**src/cocl_pkg.sv**
```systemverilog
// Shared types and constants for the column occlusion range clipper.
// Used by cocl_ctrl, cocl_dpath and column_occlusion_range_clipper; no dependencies.
`default_nettype none

package cocl_pkg;

   localparam int COL_W = 10;
   localparam int VW_W = 11;
   localparam logic [VW_W-1:0] VIEW_WIDTH_RESET = 11'd320;
   localparam int MAX_RESULTS = 32;
   localparam int FRAG_CNT_W = $clog2(MAX_RESULTS + 1);

   // Operation codes
   localparam logic [1:0] OP_CLEAR    = 2'd0;
   localparam logic [1:0] OP_SOLID    = 2'd1;
   localparam logic [1:0] OP_PASS     = 2'd2;
   localparam logic [1:0] OP_RESERVED = 2'd3;

   typedef struct packed {
      logic [1:0]       operation;
      logic [COL_W-1:0] first_column;
      logic [COL_W-1:0] last_column;
   } req_type;

   typedef struct packed {
      logic [COL_W-1:0] fragment_first;
      logic [COL_W-1:0] fragment_last;
      logic             last_fragment;
      logic             list_full;
   } rsp_type;

   // Datapath commands
   typedef enum logic [3:0] {
      DP_IDLE,
      DP_INIT_LEFT,
      DP_INIT_RIGHT_RST,
      DP_INIT_RIGHT_CFG,
      DP_LOAD,
      DP_SCAN,
      DP_WALK,
      DP_MERGE,
      DP_COMPACT,
      DP_SHIFT,
      DP_INSERT,
      DP_FINISH
   } dp_cmd_type;

   // Datapath status
   typedef struct packed {
      logic req_ok;
      logic scan_more;
      logic ahead;
      logic disjoint;
      logic covered;
      logic walk_more;
      logic walk_cover;
      logic solid;
      logic full;
      logic nx_eq_s;
      logic compact_more;
      logic shift_more;
   } dp_status_type;

endpackage

`default_nettype wire

```
**src/column_occlusion_range_clipper.sv**
```systemverilog
// Top level of the column occlusion range clipper: controller plus datapath.
// Depends on cocl_pkg, cocl_ctrl and cocl_dpath.
`default_nettype none

// A request is taken when start is high and busy is low. A clip request
// keeps busy high while it scans, walks over or moves entries: the list
// lives in a single memory with one write and one registered read port,
// so the scan, the walk over bridged gaps, the compaction after a merge
// and the upward shift for an insert each move one entry per cycle. A
// clear request keeps busy high while it rewrites the two sentinel
// entries, and after reset the block is busy while it writes them.
// Fragments leave on rsp_data, one per cycle with rsp_strobe high, and
// cannot be held off; the final fragment of a request carries
// last_fragment and comes out in the same cycle that busy drops.
// Ignored requests produce no fragments.
module column_occlusion_range_clipper #(
   parameter int MAX_RANGES = 32,
   parameter int MAX_COLUMNS = 1024
) (
   input  wire logic                      clock,
   input  wire logic                      reset,
   input  wire logic                      start,
   output logic                           busy,
   input  wire cocl_pkg::req_type         req_data,
   output logic                           rsp_strobe,
   output cocl_pkg::rsp_type              rsp_data,
   input  wire logic                      csr_we,
   input  wire logic [cocl_pkg::VW_W-1:0] csr_wdata
);

   cocl_pkg::dp_cmd_type    cmd;
   cocl_pkg::dp_status_type status;

   cocl_ctrl u_ctrl (
      .clock     (clock),
      .reset     (reset),
      .start     (start),
      .operation (req_data.operation),
      .status    (status),
      .cmd       (cmd),
      .busy      (busy)
   );

   cocl_dpath #(
      .MAX_RANGES  (MAX_RANGES),
      .MAX_COLUMNS (MAX_COLUMNS)
   ) u_dpath (
      .clock      (clock),
      .reset      (reset),
      .cmd        (cmd),
      .req_data   (req_data),
      .csr_we     (csr_we),
      .csr_wdata  (csr_wdata),
      .status     (status),
      .rsp_strobe (rsp_strobe),
      .rsp_data   (rsp_data)
   );

   // Fragments only come out of work started by a request
   a_rsp_after_busy: assert property (@(posedge clock) disable iff (reset)
      rsp_strobe |-> $past(busy))
      else $error("fragment without preceding busy cycle");

   // Sentinel init must run after reset
   a_init_after_reset: assert property (@(posedge clock)
      $fell(reset) |-> busy)
      else $error("block idle right after reset");

   // Insert only runs while the list has room for one more entry
   a_no_insert_when_full: assert property (@(posedge clock) disable iff (reset)
      (cmd == cocl_pkg::DP_INSERT) |-> !status.full)
      else $error("insert into full list");

endmodule

`default_nettype wire

```
**src/cocl_dpath.sv**
```systemverilog
// Datapath: range list memory, scan pointers, fragment staging and result register.
// Depends on cocl_pkg; driven by commands from cocl_ctrl.
`default_nettype none

module cocl_dpath #(
   parameter int MAX_RANGES = 32,
   parameter int MAX_COLUMNS = 1024
) (
   input  wire logic                      clock,
   input  wire logic                      reset,
   input  wire cocl_pkg::dp_cmd_type      cmd,
   input  wire cocl_pkg::req_type         req_data,
   input  wire logic                      csr_we,
   input  wire logic [cocl_pkg::VW_W-1:0] csr_wdata,
   output cocl_pkg::dp_status_type        status,
   output logic                           rsp_strobe,
   output cocl_pkg::rsp_type              rsp_data
);

   localparam int MAXV = (MAX_COLUMNS > 2047) ? MAX_COLUMNS : 2047;
   localparam int EW = $clog2(MAXV + 2) + 1;
   localparam int AW = $clog2(MAX_RANGES);
   localparam int CW = $clog2(MAX_RANGES + 1);
   localparam logic signed [EW-1:0] ONE = EW'(1);
   localparam logic signed [EW-1:0] NEG_ONE = -ONE;
   localparam logic signed [EW-1:0] RIGHT_END = EW'(MAX_COLUMNS);

   logic [2*EW-1:0] mem [MAX_RANGES];

   logic [cocl_pkg::VW_W-1:0] view_width_ff;
   logic signed [EW-1:0] first_ff, first_in, last_ff, last_in;
   logic signed [EW-1:0] cur_start_ff, cur_start_in, new_end_ff, new_end_in;
   logic signed [EW-1:0] prev_end_ff, prev_end_in;
   logic solid_ff, solid_in;
   logic [CW-1:0] s_ff, s_in, nx_ff, nx_in, cnt_ff, cnt_in;
   logic [CW-1:0] i_ff, i_in, j_ff, j_in, ptr_ff, ptr_in, wr_addr_ff, wr_addr_in;
   logic have_ff, have_in;
   logic [2*EW-1:0] rd_q_ff;
   logic [CW-1:0] rd_addr;
   logic mem_we;
   logic [CW-1:0] mem_wa;
   logic [2*EW-1:0] mem_wd;

   logic [cocl_pkg::FRAG_CNT_W-1:0] frag_cnt_ff, frag_cnt_in;
   cocl_pkg::rsp_type pend_ff, pend_in, rsp_ff, rsp_in;
   logic pend_valid_ff, pend_valid_in, rsp_valid_ff, rsp_valid_in;

   logic emit_en, emit_full;
   logic signed [EW-1:0] emit_first, emit_last;

   logic signed [EW-1:0] q_start, q_end, req_first, req_last, vw_ext;
   logic rd_on;

   assign q_start = signed'(rd_q_ff[2*EW-1:EW]);
   assign q_end = signed'(rd_q_ff[EW-1:0]);
   assign req_first = signed'({{(EW-cocl_pkg::COL_W){1'b0}}, req_data.first_column});
   assign req_last = signed'({{(EW-cocl_pkg::COL_W){1'b0}}, req_data.last_column});
   assign vw_ext = signed'({{(EW-cocl_pkg::VW_W){1'b0}}, view_width_ff});
   assign rd_on = (ptr_ff >= s_ff);

   // Status flags for the controller
   always_comb begin
      status.req_ok = (req_data.first_column <= req_data.last_column)
         && ({1'b0, req_data.last_column} < view_width_ff);
      status.scan_more = ((s_ff + CW'(1)) < cnt_ff) && (q_end < first_ff - ONE);
      status.ahead = first_ff < q_start;
      status.disjoint = last_ff < q_start - ONE;
      status.covered = last_ff <= q_end;
      status.walk_more = ((nx_ff + CW'(1)) < cnt_ff) && (last_ff >= q_start - ONE);
      status.walk_cover = last_ff <= q_end;
      status.solid = solid_ff;
      status.full = cnt_ff >= CW'(MAX_RANGES);
      status.nx_eq_s = nx_ff == s_ff;
      status.compact_more = i_ff < cnt_ff;
      status.shift_more = rd_on || have_ff;
   end

   // Command decode: next register values, memory port and fragment emission
   always_comb begin
      first_in = first_ff;
      last_in = last_ff;
      solid_in = solid_ff;
      cur_start_in = cur_start_ff;
      new_end_in = new_end_ff;
      prev_end_in = prev_end_ff;
      s_in = s_ff;
      nx_in = nx_ff;
      cnt_in = cnt_ff;
      i_in = i_ff;
      j_in = j_ff;
      ptr_in = ptr_ff;
      wr_addr_in = wr_addr_ff;
      have_in = have_ff;
      rd_addr = '0;
      mem_we = 1'b0;
      mem_wa = '0;
      mem_wd = '0;
      emit_en = 1'b0;
      emit_full = 1'b0;
      emit_first = first_ff;
      emit_last = last_ff;
      unique case (cmd)
         cocl_pkg::DP_IDLE: begin
         end
         cocl_pkg::DP_INIT_LEFT: begin
            mem_we = 1'b1;
            mem_wa = CW'(0);
            mem_wd = {NEG_ONE, NEG_ONE};
         end
         cocl_pkg::DP_INIT_RIGHT_RST: begin
            mem_we = 1'b1;
            mem_wa = CW'(1);
            mem_wd = {signed'({{(EW-cocl_pkg::VW_W){1'b0}}, cocl_pkg::VIEW_WIDTH_RESET}),
                      RIGHT_END};
            cnt_in = CW'(2);
         end
         cocl_pkg::DP_INIT_RIGHT_CFG: begin
            mem_we = 1'b1;
            mem_wa = CW'(1);
            mem_wd = {vw_ext, RIGHT_END};
            cnt_in = CW'(2);
         end
         cocl_pkg::DP_LOAD: begin
            first_in = req_first;
            last_in = req_last;
            solid_in = req_data.operation == cocl_pkg::OP_SOLID;
            s_in = '0;
            rd_addr = '0;
         end
         cocl_pkg::DP_SCAN: begin
            // prefetch the next entry while testing this one
            rd_addr = s_ff + CW'(1);
            ptr_in = cnt_ff - CW'(1);
            have_in = 1'b0;
            if (status.scan_more) begin
               s_in = s_ff + CW'(1);
            end else begin
               nx_in = s_ff;
               prev_end_in = q_end;
               new_end_in = q_end;
               cur_start_in = (status.ahead && solid_ff) ? first_ff : q_start;
               if (status.ahead) begin
                  emit_en = 1'b1;
                  emit_first = first_ff;
                  emit_last = status.disjoint ? last_ff : q_start - ONE;
                  emit_full = status.disjoint && solid_ff && status.full;
               end
            end
         end
         cocl_pkg::DP_WALK: begin
            rd_addr = nx_ff + CW'(2);
            emit_en = 1'b1;
            emit_first = prev_end_ff + ONE;
            if (status.walk_more) begin
               emit_last = q_start - ONE;
               nx_in = nx_ff + CW'(1);
               prev_end_in = q_end;
               new_end_in = q_end;
            end else begin
               emit_last = last_ff;
               new_end_in = last_ff;
            end
         end
         cocl_pkg::DP_MERGE: begin
            mem_we = 1'b1;
            mem_wa = s_ff;
            mem_wd = {cur_start_ff, new_end_ff};
            rd_addr = nx_ff + CW'(1);
            i_in = nx_ff + CW'(1);
            j_in = s_ff + CW'(1);
         end
         cocl_pkg::DP_COMPACT: begin
            // pull surviving entries down over the bridged ones
            if (status.compact_more) begin
               mem_we = 1'b1;
               mem_wa = j_ff;
               mem_wd = rd_q_ff;
               j_in = j_ff + CW'(1);
               i_in = i_ff + CW'(1);
               rd_addr = i_ff + CW'(1);
            end else begin
               cnt_in = j_ff;
            end
         end
         cocl_pkg::DP_SHIFT: begin
            // read one entry, write it one place up on the next cycle
            if (have_ff) begin
               mem_we = 1'b1;
               mem_wa = wr_addr_ff;
               mem_wd = rd_q_ff;
            end
            if (rd_on) begin
               rd_addr = ptr_ff;
               wr_addr_in = ptr_ff + CW'(1);
               ptr_in = ptr_ff - CW'(1);
               have_in = 1'b1;
            end else begin
               have_in = 1'b0;
            end
         end
         cocl_pkg::DP_INSERT: begin
            mem_we = 1'b1;
            mem_wa = s_ff;
            mem_wd = {first_ff, last_ff};
            cnt_in = cnt_ff + CW'(1);
         end
         cocl_pkg::DP_FINISH: begin
         end
         default: begin
         end
      endcase
   end

   // Stage fragments one deep so the final one can carry last_fragment
   always_comb begin
      frag_cnt_in = frag_cnt_ff;
      pend_in = pend_ff;
      pend_valid_in = pend_valid_ff;
      rsp_in = rsp_ff;
      rsp_valid_in = 1'b0;
      if (cmd == cocl_pkg::DP_LOAD) begin
         frag_cnt_in = '0;
      end
      if (emit_en && (frag_cnt_ff < cocl_pkg::FRAG_CNT_W'(cocl_pkg::MAX_RESULTS))) begin
         if (pend_valid_ff) begin
            rsp_in = pend_ff;
            rsp_valid_in = 1'b1;
         end
         pend_in.fragment_first = emit_first[cocl_pkg::COL_W-1:0];
         pend_in.fragment_last = emit_last[cocl_pkg::COL_W-1:0];
         pend_in.last_fragment = 1'b0;
         pend_in.list_full = emit_full;
         pend_valid_in = 1'b1;
         frag_cnt_in = frag_cnt_ff + cocl_pkg::FRAG_CNT_W'(1);
      end
      if (cmd == cocl_pkg::DP_FINISH && pend_valid_ff) begin
         rsp_in = pend_ff;
         rsp_in.last_fragment = 1'b1;
         rsp_valid_in = 1'b1;
         pend_valid_in = 1'b0;
      end
   end

   // Range memory: one write and one registered read per cycle
   always_ff @(posedge clock) begin
      if (mem_we) begin
         mem[mem_wa[AW-1:0]] <= mem_wd;
      end
      rd_q_ff <= mem[rd_addr[AW-1:0]];
   end

   // Control registers
   always_ff @(posedge clock) begin
      if (reset) begin
         view_width_ff <= cocl_pkg::VIEW_WIDTH_RESET;
         cnt_ff <= CW'(2);
         have_ff <= 1'b0;
         pend_valid_ff <= 1'b0;
         rsp_valid_ff <= 1'b0;
         frag_cnt_ff <= '0;
      end else begin
         if (csr_we) begin
            view_width_ff <= csr_wdata;
         end
         cnt_ff <= cnt_in;
         have_ff <= have_in;
         pend_valid_ff <= pend_valid_in;
         rsp_valid_ff <= rsp_valid_in;
         frag_cnt_ff <= frag_cnt_in;
      end
   end

   // Payload registers
   always_ff @(posedge clock) begin
      first_ff <= first_in;
      last_ff <= last_in;
      solid_ff <= solid_in;
      cur_start_ff <= cur_start_in;
      new_end_ff <= new_end_in;
      prev_end_ff <= prev_end_in;
      s_ff <= s_in;
      nx_ff <= nx_in;
      i_ff <= i_in;
      j_ff <= j_in;
      ptr_ff <= ptr_in;
      wr_addr_ff <= wr_addr_in;
      pend_ff <= pend_in;
      rsp_ff <= rsp_in;
   end

   assign rsp_strobe = rsp_valid_ff;
   assign rsp_data = rsp_ff;

endmodule

`default_nettype wire

```
**src/cocl_ctrl.sv**
```systemverilog
// Controller state machine: sequences list init and clear, scan, walk, merge, compact, shift and insert.
// Depends on cocl_pkg; drives cocl_dpath through commands and reads its status.
`default_nettype none

module cocl_ctrl (
   input  wire logic                    clock,
   input  wire logic                    reset,
   input  wire logic                    start,
   input  wire logic [1:0]              operation,
   input  wire cocl_pkg::dp_status_type status,
   output cocl_pkg::dp_cmd_type         cmd,
   output logic                         busy
);

   typedef enum logic [3:0] {
      ST_INIT_L,
      ST_INIT_R,
      ST_IDLE,
      ST_CLR_L,
      ST_CLR_R,
      ST_SCAN,
      ST_WALK,
      ST_MERGE,
      ST_COMPACT,
      ST_SHIFT,
      ST_INSERT,
      ST_FINISH
   } state_type;

   state_type state_ff, state_in;
   logic busy_ff, busy_in;
   logic clip_op;

   assign clip_op = (operation == cocl_pkg::OP_SOLID) || (operation == cocl_pkg::OP_PASS);

   // Next state and command
   always_comb begin
      state_in = state_ff;
      cmd = cocl_pkg::DP_IDLE;
      unique case (state_ff)
         ST_INIT_L: begin
            cmd = cocl_pkg::DP_INIT_LEFT;
            state_in = ST_INIT_R;
         end
         ST_INIT_R: begin
            cmd = cocl_pkg::DP_INIT_RIGHT_RST;
            state_in = ST_IDLE;
         end
         ST_IDLE: begin
            if (start) begin
               if (operation == cocl_pkg::OP_CLEAR) begin
                  state_in = ST_CLR_L;
               end else if (clip_op && status.req_ok) begin
                  cmd = cocl_pkg::DP_LOAD;
                  state_in = ST_SCAN;
               end
            end
         end
         ST_CLR_L: begin
            cmd = cocl_pkg::DP_INIT_LEFT;
            state_in = ST_CLR_R;
         end
         ST_CLR_R: begin
            cmd = cocl_pkg::DP_INIT_RIGHT_CFG;
            state_in = ST_IDLE;
         end
         ST_SCAN: begin
            cmd = cocl_pkg::DP_SCAN;
            if (!status.scan_more) begin
               if (status.ahead && status.disjoint) begin
                  state_in = (!status.solid || status.full) ? ST_FINISH : ST_SHIFT;
               end else if (status.covered) begin
                  state_in = status.solid ? ST_MERGE : ST_FINISH;
               end else begin
                  state_in = ST_WALK;
               end
            end
         end
         ST_WALK: begin
            cmd = cocl_pkg::DP_WALK;
            if (!status.walk_more || status.walk_cover) begin
               state_in = status.solid ? ST_MERGE : ST_FINISH;
            end
         end
         ST_MERGE: begin
            cmd = cocl_pkg::DP_MERGE;
            state_in = status.nx_eq_s ? ST_FINISH : ST_COMPACT;
         end
         ST_COMPACT: begin
            cmd = cocl_pkg::DP_COMPACT;
            if (!status.compact_more) begin
               state_in = ST_FINISH;
            end
         end
         ST_SHIFT: begin
            cmd = cocl_pkg::DP_SHIFT;
            if (!status.shift_more) begin
               state_in = ST_INSERT;
            end
         end
         ST_INSERT: begin
            cmd = cocl_pkg::DP_INSERT;
            state_in = ST_FINISH;
         end
         ST_FINISH: begin
            cmd = cocl_pkg::DP_FINISH;
            state_in = ST_IDLE;
         end
         default: begin
            state_in = ST_IDLE;
         end
      endcase
      busy_in = state_in != ST_IDLE;
   end

   // Hold state and busy
   always_ff @(posedge clock) begin
      if (reset) begin
         state_ff <= ST_INIT_L;
         busy_ff <= 1'b1;
      end else begin
         state_ff <= state_in;
         busy_ff <= busy_in;
      end
   end

   assign busy = busy_ff;

endmodule

`default_nettype wire
```
**config.mk**
```make
export PLATFORM = sky130hd
export DESIGN_NAME = column_occlusion_range_clipper
export DESIGN_NICKNAME = d
export VERILOG_FILES = /design/src/cocl_pkg.sv /design/src/column_occlusion_range_clipper.sv /design/src/cocl_dpath.sv /design/src/cocl_ctrl.sv
export SDC_FILE = /design/constraint.sdc
export NUM_CORES = 1
export LEC_CHECK = 0
export ABC_CLOCK_PERIOD_IN_PS = 5100
export BUFFER_PORTS_ARGS = -buffer_cell sky130_fd_sc_hd__buf_4
export CELL_PAD_IN_SITES_DETAIL_PLACEMENT = 1
export CELL_PAD_IN_SITES_GLOBAL_PLACEMENT = 1
export CORE_MARGIN = 8
export CORE_UTILIZATION = 35
export DETAILED_ROUTE_END_ITERATION = 8
export PLACE_DENSITY = 0.57
export SLEW_MARGIN = 15
export SYNTH_ARGS = -nofsm -noshare
export SYNTH_HDL_FRONTEND = slang
export SYNTH_SLANG_ARGS = --single-unit
```
**constraint.sdc**
```tcl
create_clock -name clock -period 5.1 [get_ports clock]
set_clock_uncertainty 0.05 [all_clocks]
set_input_delay 0.765 -clock clock [delete_from_list [all_inputs] [get_ports clock]]
set_output_delay 0.765 -clock clock [all_outputs]
set_load 0.05 [all_outputs]
```
==> results.sh <==
export IMPL_run_status="completed"
export IMPL_hp_class="primary input to flop"
export IMPL_cts_setup_buffers=0
export IMPL_design_final_nets=3428
export IMPL_grt_setup_unrepaired="no"
export IMPL_synthTopCellsByCount="sky130_fd_sc_hd__edfxtp_1 (966), sky130_fd_sc_hd__nand2_1 (375), sky130_fd_sc_hd__a21oi_1 (202)"
export IMPL_yosys_cell_count_top_type="sky130_fd_sc_hd__edfxtp_1"
export IMPL_clock_tree_buffer_depth=3
export IMPL_cts_made_buffers=111
export IMPL_power_ir_vdd_worst_mv=0.408
export IMPL_hpwlAfterDp_um=94100
export IMPL_grt_overflow=0
export IMPL_syn_mean_instance_area_um2=14.0
export IMPL_detail_route_drc_violations=0
export IMPL_routed_vias=29000
export IMPL_drt_pre_antenna_iters=8
export IMPL_ys_flop_type="sky130_fd_sc_hd__edfxtp_1"
export IMPL_drt_vias_per_instance=5.77
export IMPL_leakage_power_of_the_design_nw=17.2
export IMPL_synth_enable_flop_cells=966
export IMPL_htreeDepth=3
export IMPL_synth_yosys_warnings=0
export IMPL_wire_length_of_the_first_global_routing_pass_um=210000
export IMPL_ys_async_sr_fraction=0
export IMPL_synthTopCellsByArea="sky130_fd_sc_hd__edfxtp_1 (66%), sky130_fd_sc_hd__nand2_1 (3.2%), sky130_fd_sc_hd__ha_1 (2.7%)"
export IMPL_synth_nets=3300
export IMPL_netlist_area_um2=44200
export IMPL_worst_path_max_fanout=89
export IMPL_worst_slew_pin_transition_ns=1.20
export IMPL_grt_total_usage=0.205
export IMPL_critical_path_endpoint_type="flop"
export IMPL_yosys_cell_types_count=94
export IMPL_synth_seq_cells=1024
export IMPL_chipHeight_um=371
export IMPL_num_antenna_cells=0
export IMPL_tns_ns=0
export IMPL_place_port_buffers=60
export IMPL_min_path_cells=1
export IMPL_final_min_period_over_clock_period=0.917
export IMPL_timing_fmax_mhz=214
export IMPL_clock_sink_count=1024
export IMPL_post_route_worst_setup_slack_ns=0.423
export IMPL_final_max_slew_viol_count=0
export IMPL_drt_first_iter_violations=2334
export IMPL_start_kind="flop"
export IMPL_clockRootBuffer="sky130_fd_sc_hd__clkbuf_16"
export IMPL_place_congestion=0.883
export IMPL_timing_rr_end="u_dpath.rd_q_ff[5]"
export IMPL_arrival_ns=5.19
export IMPL_grt_start_max_net_pins=132
export IMPL_vias_in_the_first_global_route=30200
export IMPL_r2r_setup_slack_ns=0.42
export IMPL_post_layout_total_power_mw=25.6
export IMPL_fin_util=0.407
export IMPL_synth_largest_area_cell="sky130_fd_sc_hd__edfxtp_1"
export IMPL_setup_violations=0
export IMPL_antenna_found_initial=4
export IMPL_clock_tree_from_tritoncts="built"
export IMPL_area_delta_synth_final_pct=15.5
export IMPL_totalWireLength_um=144000
export IMPL_io_pins=61
export IMPL_ctsResizeCount=0
export IMPL_rel_slew_slack=0.195
export IMPL_initial_utilization=0.352
export IMPL_maxCapViolations=0
export IMPL_final_layout_size_suffix_gt1_frac=0.156
export IMPL_cp_data_required_time_ns=5.62
export IMPL_hold_violations=0
export IMPL_preCtsSetupSlack_ns=0.546
export IMPL_fin_cells=5037
export IMPL_reg2reg_from="u_dpath.s_ff[5]"
export IMPL_design_die_area_um2=138000
export IMPL_routed_wire_length_per_instance_um=28.7
export IMPL_synth_seq_area_share=0.683
export IMPL_rr_worst_depth=12
export IMPL_yosys_area_top_type_share=0.656
export IMPL_floorplan_core_area_um2=125000
export IMPL_postRouteAntennaNets=0
export IMPL_power_per_cell_area_nw_per_um2=501
export IMPL_die_x_um=371
export IMPL_cts_reportedPaths_clkPinSlew_ns=0.06
export IMPL_place_detailed_instances=4832
export IMPL_rows=130
export IMPL_finalCriticalPeriod_ns=4.68
export IMPL_hold_end="u_dpath.first_ff[7]"
export IMPL_hold_path_startpoint="req_data[17]"
export IMPL_criticalPathCategory="flop to flop"
export IMPL_insertion_delay_ns=0.74
export IMPL_synth_cells=3167
export IMPL_post_cts_hold_fix_bufs=0
==> stage by stage <==
step	instance area, um^2	hold WS [ns]
after CTS	51000	0.169
after global routing	51000	0.185
final	51000	0.225
after global placement	47500	0.435
after detailed placement	47500	0.459
after floorplan	44200	0.395
==> final cells by class <==
type                       instances  area, um^2
timing repair buffer             233        2020
sequential                      1024       30200
inverter                          84         315
tap                             1650        2060
clock inverter                    53         520
clock buffer                     152        3050
multi-input combinational       1841       12900
fill                           12700       74400
==> worst max-delay path by stage <==
stage                   startpoint                      to
6_report           u_dpath.s_ff[5]      u_dpath.rd_q_ff[5]
5_1_grt            u_dpath.s_ff[5]      u_dpath.rd_q_ff[8]
3_5_place_dp     u_dpath.cnt_ff[2]      u_dpath.rd_q_ff[5]
4_1_cts            u_dpath.s_ff[5]      u_dpath.rd_q_ff[5]
2_1_floorplan  u_dpath.first_ff[4]        u_dpath.nx_ff[0]
3_3_place_gp   u_dpath.first_ff[4]  u_dpath.prev_end_ff[6]
==> registers in the layout (all words and copies together) (netlist names), 10 cells and up <==
register and count:
u_dpath.rsp_data 22, u_dpath.prev_end_ff 10, u_dpath.mem 832, u_dpath.pend_ff 21
u_dpath.rd_q_ff 26, u_dpath.view_width_ff 11, u_dpath.first_ff 10, u_dpath.new_end_ff 13
u_dpath.cur_start_ff 13, u_dpath.last_ff 10
==> routing by layer <==
layer  global-route usage  up-vias  share of wire
li1                     -    12700              -
met1                0.283    15300           0.45
met2                0.342      841           0.48
met3               0.0276      196          0.051
met4               0.0516        0          0.022
met5                    0        -              0
==> placed cells by master (no fill, tap or decap), types with 55 or more instances in the layout <==
cell | Yosys | final
sky130_fd_sc_hd__nand4_1 | 55 | 55
sky130_fd_sc_hd__ha_1 | 96 | 96
sky130_fd_sc_hd__o31ai_1 | 56 | 56
sky130_fd_sc_hd__buf_4 | 18 | 211
sky130_fd_sc_hd__edfxtp_1 | 966 | 966
sky130_fd_sc_hd__a221oi_1 | 121 | 121
sky130_fd_sc_hd__nand2_1 | 375 | 375
sky130_fd_sc_hd__clkbuf_16 | 0 | 113
sky130_fd_sc_hd__nor2_1 | 105 | 71
sky130_fd_sc_hd__dfxtp_1 | 58 | 58
sky130_fd_sc_hd__inv_1 | 84 | 84
sky130_fd_sc_hd__a21oi_1 | 202 | 202
sky130_fd_sc_hd__a32oi_1 | 70 | 70
==> cell families after synthesis <==
kind of cell / Yosys count / synth area share
AO/OA/AOI/OAI: 776 / 0.128
XOR/XNOR: 58 / 0.0115
adder cells (fa/ha/maj): 96 / 0.0272
buffers and inverters: 302 / 0.0332
flip-flops: 1024 / 0.683
multiplexers: 114 / 0.0277
AND/OR/NAND/NOR: 797 / 0.0894
==> where the power goes <==
part / switching, mW / internal [mW] / leakage (nW)
sequential: 0.504 / 11.5 / 9.15
combinational: 4.20 / 1.44 / 6.31
clock: 3.34 / 4.58 / 1.75
==> worst max-delay path, cell delays in order, from the launching register on <==
cell and delay, ns:
sky130_fd_sc_hd__edfxtp_1 0.49, sky130_fd_sc_hd__inv_1 0.09, sky130_fd_sc_hd__ha_1 0.33, sky130_fd_sc_hd__a21oi_1 0.36, sky130_fd_sc_hd__and2_1 0.24, sky130_fd_sc_hd__o31ai_2 0.18, sky130_fd_sc_hd__a211oi_4 0.47, sky130_fd_sc_hd__buf_4 0.32
sky130_fd_sc_hd__buf_4 0.80, sky130_fd_sc_hd__a21oi_1 0.12, sky130_fd_sc_hd__a32oi_1 0.28, sky130_fd_sc_hd__o22ai_1 0.19, sky130_fd_sc_hd__nor4_2 0.46
Note: power is estimated with default switching activity, not from simulation.
